**config.mk**
```make
export PLATFORM = sky130hd
export DESIGN_NAME = mvt_coeff_store
export DESIGN_NICKNAME = d
export VERILOG_FILES = /design/src/rtl/core/mvt_pkg.sv /design/src/rtl/core/mvt_coeff_store.sv
export SDC_FILE = /design/constraint.sdc
export NUM_CORES = 1
export LEC_CHECK = 0
export BUFFER_PORTS_ARGS = -buffer_cell sky130_fd_sc_hd__buf_2
export CAP_MARGIN = 20
export CORE_AREA = 2 2 248 250
export CTS_CLUSTER_SIZE = 12
export DETAILED_ROUTE_END_ITERATION = 10
export DIE_AREA = 0 0 250 252
export SYNTH_ARGS = -nofsm -noshare
export SYNTH_HDL_FRONTEND = slang
export SYNTH_SLANG_ARGS = --single-unit
```
**constraint.sdc**
```tcl
create_clock -name clk -period 1.2 [get_ports clk]
set_clock_uncertainty 0.1 [all_clocks]
set_input_delay 0.24 -clock clk [delete_from_list [all_inputs] [get_ports clk]]
set_output_delay 0.24 -clock clk [all_outputs]
set_load 0.02 [all_outputs]
```
**src/rtl/core/mvt_pkg.sv**
```systemverilog
// Package for the 4x4 matrix-vector transform unit.
// Holds shared widths, the opcode type and the lane control/result structs.
// Depends on nothing; every other file in rtl/core uses it.
package mvt_pkg;

  // Fixed field widths of the datapath.
  localparam int DATA_W  = 32;
  localparam int PROD_W  = 64;
  localparam int ACC_W   = 66;
  localparam int MAX_DIM = 4;
  localparam int ROW_W   = 2;

  // Saturation limits of a Q16.16 word.
  localparam logic [DATA_W-1:0] SAT_MAX = 32'h7FFF_FFFF;
  localparam logic [DATA_W-1:0] SAT_MIN = 32'h8000_0000;

  // Operation carried by an input word.
  typedef enum logic {
    OP_LOAD  = 1'b0,
    OP_XFORM = 1'b1
  } opcode_t;

  // Pipeline enables shared by all lanes.
  typedef struct packed {
    logic prod_en;
    logic sum_en;
  } lane_ctrl_t;

  // What one lane hands to the merge stage.
  typedef struct packed {
    logic [DATA_W-1:0] value;
    logic              sat;
  } lane_res_t;

endpackage

```
**src/rtl/core/mvt_coeff_store.sv**
```systemverilog
// Coefficient store: a DIM x DIM matrix of Q16.16 words, cleared at reset.
// A load word writes one whole row. Depends on mvt_pkg.
module mvt_coeff_store #(
  parameter int DIM = 4
) (
  input  logic                                   clk,
  input  logic                                   rst_n,
  input  logic                                   wr_en,
  input  logic [mvt_pkg::ROW_W-1:0]              row_sel,
  input  logic signed [mvt_pkg::DATA_W-1:0]      wr_data [mvt_pkg::MAX_DIM],
  output logic signed [mvt_pkg::DATA_W-1:0]      coeff [mvt_pkg::MAX_DIM][mvt_pkg::MAX_DIM]
);

  logic signed [mvt_pkg::DATA_W-1:0] coeff_r [mvt_pkg::MAX_DIM][mvt_pkg::MAX_DIM];

  // Row write; rows and columns at or beyond DIM stay zero.
  always_ff @(posedge clk) begin
    if (!rst_n) begin
      for (int r = 0; r < mvt_pkg::MAX_DIM; r++) begin
        for (int c = 0; c < mvt_pkg::MAX_DIM; c++) begin
          coeff_r[r][c] <= '0;
        end
      end
    end else if (wr_en) begin
      for (int r = 0; r < DIM; r++) begin
        if (row_sel == mvt_pkg::ROW_W'(r)) begin
          for (int c = 0; c < DIM; c++) begin
            coeff_r[r][c] <= wr_data[c];
          end
        end
      end
    end
  end

  assign coeff = coeff_r;

endmodule

```
# After elaboration in Yosys (flattened, before gate mapping)
# Cells that the tools add are included.
[op_classes]
n_reduce_logical = 5
eq_ne = 3
[ops]
columns = ["operator", "n"]
rows = [
  ["2-bit AND reduction", 4],
  ["2-bit == test (second input constant)", 2],
  ["2-bit by 1-bit == test with 1-bit output (second input constant)", 1],
  ["2-bit zero test", 1],
]
[totals]
ff_bits = 512
wordCells = 24
output_inout_bits = 512
inputBits = 133

# Logic depth before layout (Yosys ltp)
# Gate-level depths: netlist of the first run.
[logic_depth]
depth_word = 2
depth_mapped = 5

# Worst setup path after synthesis of the first run
# OpenSTA, ideal clock, no wires.
[synth_path]
path_type = "input-to-reg"
from = "input row_sel[0] (netlist bit)"
to = "register coeff_r, in the netlist coeff[384]"
setup_time_ns = 0.072
path_slack_ns = 0.055
cell_stages = 4
arrival_time_ns = 0.973
required_time_ns = 1.028
path_cell_list = "nor3b_2 > buf_4 > buf_6 > mux2i_1"
[synth_between]
elab_chain_len = 2
[synth_lines]
columns = ["element", "line_no", "text"]
rows = [
  ["start, declared", "mvt_coeff_store.sv:9", "input logic [mvt_pkg::ROW_W-1:0] row_sel,"],
  ["2-bit zero test", "mvt_coeff_store.sv:26", "if (row_sel == mvt_pkg::ROW_W'(r)) begin"],
  ["2-bit AND reduction (no source line)", "-", ""],
  ["end signal, assigned by index", "mvt_coeff_store.sv:28", "coeff_r[r][c] <= wr_data[c];"],
  ["end, declared", "mvt_coeff_store.sv:14", "logic signed [mvt_pkg::DATA_W-1:0] coeff_r [mvt_pkg::MAX_DIM][mvt_pkg::MAX_DIM];"],
]
# No other way between the ends.
# A chain may end at the register's enable or synchronous reset.

# Worst setup path after layout of the first run
[layout_path]
from = "register coeff_r, in the netlist coeff[165]"
to = "output coeff[165] (netlist bit)"
[layout_lines]
columns = ["element", "line_no", "text"]
rows = [
  ["end, declared", "mvt_coeff_store.sv:11", "output logic signed [mvt_pkg::DATA_W-1:0] coeff [mvt_pkg::MAX_DIM][mvt_pkg::MAX_DIM]"],
]
# No word-level cell between the ends.

==> impl_metrics.toml, run 1 <==
[critical_path]
cpLargestDelayFamily = "flip-flops"
worstReg2RegEnd = "coeff[367]"
worst-path-buf-inv = 1
cp_max_fo = 2
critPathMaxStageDelay_ns = 0.38
slowest_stage = "dfxtp_4"
rr_worst_depth = 4
rr_startpoint = "coeff[367]"
critPathRequiredTime_ns = 0.86
r2r_slack_ns = 0.25
crit_type = "flop to output pin"
cp-start-kind = "flop"
end_kind = "output pin"
cp-endpoint = "coeff[165]"
cp_cell_sequence = "buf_6"
startpoint = "coeff[165]"
arrival_ns = 1.09
path_depth = 1

[route]
drt-initial-drc-count = 737
avgViaCountPerCell = 4.60
drc = 0
wl_um = 67400
first_pass_iters = 5
antenna_left = 0
route.vias.total = 16700
wl_per_cell_um = 18.6

[cts]
clock_latency_ns = 0.58
cts_buffers = 55
cts.htree.levels = 2
cts_tree = "yes"
clkTransAtPathRegs_ns = 0.06
clock_path_buffers = 3
cts.sinks = 512
cts_root_buf = "clkbuf_16"

[floorplan]
rows = 90
dieHeight_um = 252
dieArea_um2 = 63000
io_pins = 645
die_w_um = 250
core_um2 = 60100
initial_core_util_pct = 30.9

[status]
status = "finished, violations left"
violations = "setup timing"

[synthesis]
yosysTopAreaCellShare_pct = 55.1
yosys-top-cells-count = "nand2_1, dfxtp_1, mux2i_1"
syn-num-nets = 1928
synth.distinct_cells = 10
synth_seq_cells = 512
synth_top_area_cell = "dfxtp_1"
postSynthCellCount = 1795
yosysMostFrequentCell = "nand2_1"
seq_area_frac_synth_pct = 55.1
synth.top_cells.by_area = "dfxtp_1, mux2i_1, nand2_1"
synth-edff-count = 0
synth_area_um2 = 18600
ys.flop_type = "dfxtp_1"
syn_area_per_cell_um2 = 10.4
synth-async-reset-ratio_pct = 0
ys_warn_count = 0

[sta]
hold_slack_ns = 0.0510
setup-tns-final_ns = -92.10
finalWorstSetupSlack_ns = -0.229
relSlewSlack_pct = 76.7
rsz0062_at_grt = "true"
finalCritPeriodShare_pct = 119
hold_viol = 0
finalSetupViolCount = 512
maxSlewViolCount = 0
max_freq_mhz = 700
tightest_slew_ns = 0.350
period_needed_ns = 1.43

[placement]
place_ws_ns = -0.334
numPortBuffers = 644
place_area_um2 = 23600
dp.cells = 3233
gp_congestion = 0.874
hpwl_um = 45800

[grt]
antenna_found_initial = 2
grt_max_degree = 53
grt.overflow.total = 0
grt_pass1_vias = 17300
grt_pass1_wl_um = 99400
grt_usage_pct = 20.0

[worst_hold_path]
hold_path.class = "input pin to flop"

[finish]
largest_reg_flops = 512
layout.nets = 2931
final_util_pct = 52.7
drive_above_1_share_pct = 54.2
postLayoutCellArea_um2 = 31700
instances_no_fill = 3619
syn_to_final_growth_pct = 70.4

[power]
power_mw = 39.9
leakage_nw = 15.7
p_per_area_nw_per_um2 = 1260
vdd.ir_drop.worst_mv = 0.987

[job]
max-cap-violations = 0
==> cell families (layout without fill, tap and decap cells) <==
kind of cell	after synthesis	in the layout	share of synthesized area (%)
muxes	512	512	27.5
DFF	512	512	55.1
and+or+nand+nor	644	644	13.1
buffers and inverters	127	1168	4.30
other	0	1	0
==> cell usage in the layout, fill, tap and decap left out <==
| cell | count |
|---|---|
| clkinv_2 | 6 |
| nor3b_4 | 1 |
| clkinv_8 | 1 |
| diode_2 | 1 |
| bufinv_16 | 2 |
| clkbuf_1 | 18 |
| dfxtp_2 | 505 |
| nand3_4 | 1 |
| dlygate4sd3_1 | 128 |
| nand3b_1 | 2 |
| clkbuf_16 | 56 |
| clkinv_4 | 1 |
| buf_4 | 257 |
| mux2i_1 | 512 |
| nand2_1 | 640 |
| clkbuf_8 | 7 |
| buf_2 | 131 |
| buf_8 | 2 |
| inv_6 | 4 |
| dfxtp_4 | 7 |
| buf_6 | 511 |
| buf_12 | 44 |
==> worst min path at each step <==
stage | from | to | slack (ns) | cells after the start
floorplan | wr_data[0] | coeff[128] | 0.34 | 2
global placement | coeff[54] | coeff[54] | 0.34 | 2
detailed placement | coeff[490] | coeff[490] | 0.35 | 2
CTS | wr_data[99] | coeff[99] | 0.006 | 3
global route | wr_data[99] | coeff[99] | 0.03 | 3
finish | wr_data[99] | coeff[99] | 0.05 | 3
==> final cells by class <==
class	instances	area [um2]
clock buffers	81	1570
multi-input cells	1156	7580
flip-flops and latches	512	10900
clock inverters	14	150
fillers	4918	28400
diodes	1	2.50
well taps	782	978
repair buffers	1073	10500
==> repair_timing <==
item | in CTS | in global routing
buffers inserted | 59 | 103
hold buffers | 128 | 0
gates resized for setup | 1541 | 3
endpoints found under the hold margin | 504 | 0
endpoints found under the setup margin | 512 | 512
==> power by group <==
group          total, mW  internal [mW]  switching, mW
Clock               16.3           9.44           6.88
Combinational       5.37           2.69           2.68
Sequential          18.2           17.7          0.480
Total               39.9           29.8           10.0
==> worst reg2reg max path: stages, from the launching register on <==
cell	delay [ns]
dfxtp_2	0.33
buf_4	0.13
buf_4	0.12
nand2_1	0.06
mux2i_1	0.09
==> layer usage <==
metal | global-route usage [%] | share of wire, % | up-vias
li1 | - | - | 7898
met1 | 22.2 | 39 | 7987
met2 | 35.4 | 50 | 617
met3 | 6.17 | 7.4 | 156
met4 | 8.42 | 4.1 | 2
met5 | 0 | 0.015 | -
Power figures use the tool's default switching activity.
==> run 2, diff against run 1 <==
- CORE_AREA: 2 2 248 250 -> 3 3 247 249
- SETUP_SLACK_MARGIN: default -> 0.1
- clock period: 1.2 -> 1.25 ns (I/O delays scaled with it)
==> impl_metrics.toml, run 2 (synthesis results as in run 1) <==
[route]
antenna_left = 0
route.vias.total = 16900
first_pass_iters = 4
drc = 0
drt-initial-drc-count = 724
wl_per_cell_um = 18.6
wl_um = 67500
avgViaCountPerCell = 4.65

[critical_path]
worst-path-buf-inv = 1
arrival_ns = 1.07
cp_max_fo = 2
cp-start-kind = "flop"
crit_type = "flop to output pin"
critPathMaxStageDelay_ns = 0.37
end_kind = "output pin"
cp_cell_sequence = "buf_6"
slowest_stage = "dfxtp_2"
critPathRequiredTime_ns = 0.90
cpLargestDelayFamily = "flip-flops"

[finish]
final_cell_mix = "nand2_1, mux2i_1, buf_6"
multi_input_area_um2 = 7580
layout.nets = 2950
drive_above_1_share_pct = 54.3
syn_to_final_growth_pct = 70.7
final_util_pct = 53.9
fillers = 4726
seq_area_um2 = 10900
layout_commonest_cell = "nand2_1"
largest_reg_flops = 512

[grt]
grt_pass1_vias = 17500
grt.overflow.total = 0
antenna_found_initial = 2
grt_pass1_wl_um = 101000
grt_max_degree = 32
grt_usage_pct = 20.0

[placement]
hpwl_um = 45400
numPortBuffers = 644
gp_congestion = 0.851

[sta]
finalSetupViolCount = 512
rsz0062_at_grt = "true"
finalWorstSetupSlack_ns = -0.169
hold_viol = 0
tightest_slew_ns = 0.337
max_freq_mhz = 705
hold_slack_ns = 0.0355
relSlewSlack_pct = 77.5
period_needed_ns = 1.42
maxSlewViolCount = 0
finalCritPeriodShare_pct = 114
setup-tns-final_ns = -67.47

[power]
leakage_nw = 15.8
vdd.ir_drop.worst_mv = 1.06
p_per_area_nw_per_um2 = 1200

[worst_hold_path]
hold_path.class = "input pin to flop"

[cts]
cts_root_buf = "clkbuf_16"
clock_latency_ns = 0.58
cts.sinks = 512
cts_tree = "yes"
cts_buffers = 55
clkTransAtPathRegs_ns = 0.06
clock_path_buffers = 3
cts.htree.levels = 2

[floorplan]
io_pins = 645
dieArea_um2 = 63000
initial_core_util_pct = 31.6
dieHeight_um = 252
rows = 89
core_um2 = 58900
die_w_um = 250

[status]
status = "finished, violations left"
violations = "setup timing"

[job]
max-cap-violations = 0
run 2: cell types whose count changed in the layout (fill, tap and decap cells not counted), moves of 4 or more:
| cell | change |
|---|---|
| clkbuf_1 | +4 |
| dfxtp_2 | +4 |
| buf_12 | -5 |
| dfxtp_4 | -4 |
| inv_6 | -4 |
| buf_4 | +24 |
run 2: per-stage QoR:
step | total power [mW] | cells | cell area (um2) | worst slack (ns)
6_report | 38.3 | 3631 | 31800 | -0.169
5_1_grt | 39.6 | 3630 | 31800 | -0.221
4_1_cts | 38.4 | 3524 | 31000 | -0.215
3_5_place_dp | 21.5 | 3238 | 23700 | -0.332
3_3_place_gp | 21.4 | 3238 | 23700 | -0.270
2_1_floorplan | 19.7 | 1795 | 18600 | 0.0948
run 2: final timing paths:
path | start | to | slack (ns) | depth (start not counted)
min reg2reg | coeff[393] | coeff[393] | 0.36 | 2
max reg2reg | coeff[28] | coeff[28] | 0.32 | 4
max | coeff[384] | coeff[384] | -0.17 | 1
min | rst_n | coeff[382] | 0.04 | 4
run 2: per-layer routing:
layer  share of wire, %  vias to the layer above  global-route usage [%]
met2                 51                      653                    35.4
met3                6.6                      194                    4.93
met5              0.019                        -                       0
met4                4.8                        2                    9.84
met1                 38                     8106                    22.5
li1                   -                     7943                       -
run 2: what timing repair did:
item                        CTS  global route
buffers inserted             61           106
setup endpoints to repair   512           514
resized for setup          1538             1
hold endpoints to repair    510             0
hold buffers                129             0
run 2: area by class of cell:
class	count	area share, %
clock inverter	10	0.347
antenna	2	0.0158
timing repair buffer	1092	33.4
clock buffer	86	5.05
tap	773	3.04
multi-input combinational	1156	23.9
sequential	512	34.3
run 2: power breakdown:
part	internal (mW)	switching [mW]
clock network	9.17	6.46
registers	17.0	0.470
logic	2.60	2.57
total	28.8	9.50
==> run 3, diff against run 2 <==
- MAX_ROUTING_LAYER: default -> met4
==> impl_metrics.toml, run 3 (synthesis results as in run 1) <==
[cts]
cts_buffers = 55
clkTransAtPathRegs_ns = 0.06
cts.htree.levels = 2
cts_tree = "yes"
clock_latency_ns = 0.58
cts_root_buf = "clkbuf_16"
cts.sinks = 512
clock_path_buffers = 3

[finish]
postLayoutCellArea_um2 = 31800
instances_no_fill = 3634
multi_input_area_um2 = 7580
layout_commonest_cell = "nand2_1"
largest_reg_flops = 512
syn_to_final_growth_pct = 70.8
layout.nets = 2952
final_cell_mix = "nand2_1, mux2i_1, buf_6"
drive_above_1_share_pct = 54.4
seq_area_um2 = 10900
fillers = 4725

[critical_path]
critPathMaxStageDelay_ns = 0.37
path_depth = 1
slowest_stage = "dfxtp_2"
critPathRequiredTime_ns = 0.90
arrival_ns = 1.07
cp_max_fo = 2
worst-path-buf-inv = 1
rr_worst_depth = 4
cpLargestDelayFamily = "flip-flops"
cp-start-kind = "flop"
cp_cell_sequence = "buf_6"
crit_type = "flop to output pin"
end_kind = "output pin"

[power]
leakage_nw = 15.8
power_mw = 38.3
vdd.ir_drop.worst_mv = 1.05
p_per_area_nw_per_um2 = 1200

[sta]
relSlewSlack_pct = 77.6
finalCritPeriodShare_pct = 113
max_freq_mhz = 705
rsz0062_at_grt = "true"
maxSlewViolCount = 0
finalSetupViolCount = 512
period_needed_ns = 1.42
setup-tns-final_ns = -67.02
finalWorstSetupSlack_ns = -0.168
tightest_slew_ns = 0.336
hold_viol = 0

[floorplan]
initial_core_util_pct = 31.6
die_w_um = 250
dieArea_um2 = 63000
rows = 89
dieHeight_um = 252
core_um2 = 58900
io_pins = 645

[grt]
grt_pass1_vias = 17500
grt.overflow.total = 0
grt_pass1_wl_um = 100000
grt_usage_pct = 20.6
antenna_found_initial = 2
grt_max_degree = 32

[job]
max-cap-violations = 0

[route]
route.vias.total = 16800
wl_um = 67500
first_pass_iters = 5
drt-initial-drc-count = 697
wl_per_cell_um = 18.6
avgViaCountPerCell = 4.63
antenna_left = 0
drc = 0

[status]
status = "finished, violations left"
violations = "setup timing"

[placement]
dp.cells = 3238
gp_congestion = 0.864
numPortBuffers = 644
place_area_um2 = 23700
hpwl_um = 45400

[worst_hold_path]
hold_path.class = "input pin to flop"
hold_depth = 4
run 3: area by class of cell:
class	count	area share, %
diodes	3	0.0236
flip-flops and latches	512	34.3
repair buffers	1094	33.4
multi-input cells	1156	23.8
clock inverters	10	0.346
well taps	773	3.04
clock buffers	86	5.05
run 3: what timing repair did:
action / 4_1_cts / 5_1_grt
hold endpoints to repair: 510 / 0
hold buffers: 129 / 0
setup buffers: 61 / 108
endpoints found under the setup margin: 512 / 514
gates resized for setup: 1538 / 1
run 3: final timing paths:
path	startpoint	end	slack (ns)
setup / recovery	coeff[384]	coeff[384]	-0.17
hold / removal	rst_n	coeff[382]	0.04
setup reg to reg	coeff[28]	coeff[28]	0.32
hold reg to reg	coeff[432]	coeff[432]	0.36
run 3: per-layer routing:
| metal | GRT usage [%] | share of wire, % | up-vias |
|---|---|---|---|
| met5 | - | 0 | - |
| li1 | - | - | 7944 |
| met4 | 9.81 | 4.7 | 0 |
| met1 | 22.6 | 38 | 8085 |
| met2 | 35.4 | 51 | 605 |
| met3 | 4.72 | 6.0 | 201 |
run 3: metrics by stage:
step | worst slack (ns) | hold WS, ns | util, %
2_1_floorplan | 0.0948 | 0.354 | -
3_3_place_gp | -0.270 | 0.341 | 40.2
3_5_place_dp | -0.332 | 0.345 | 40.2
4_1_cts | -0.215 | 0.00336 | 52.6
5_1_grt | -0.220 | 0.0269 | 54.0
6_report | -0.168 | 0.0355 | 54.0
run 3: report_power, final:
group	internal, mW	leakage (nW)	switching [mW]
registers	17.0	4.40	0.470
logic	2.60	10.5	2.57
clock network	9.17	0.835	6.45
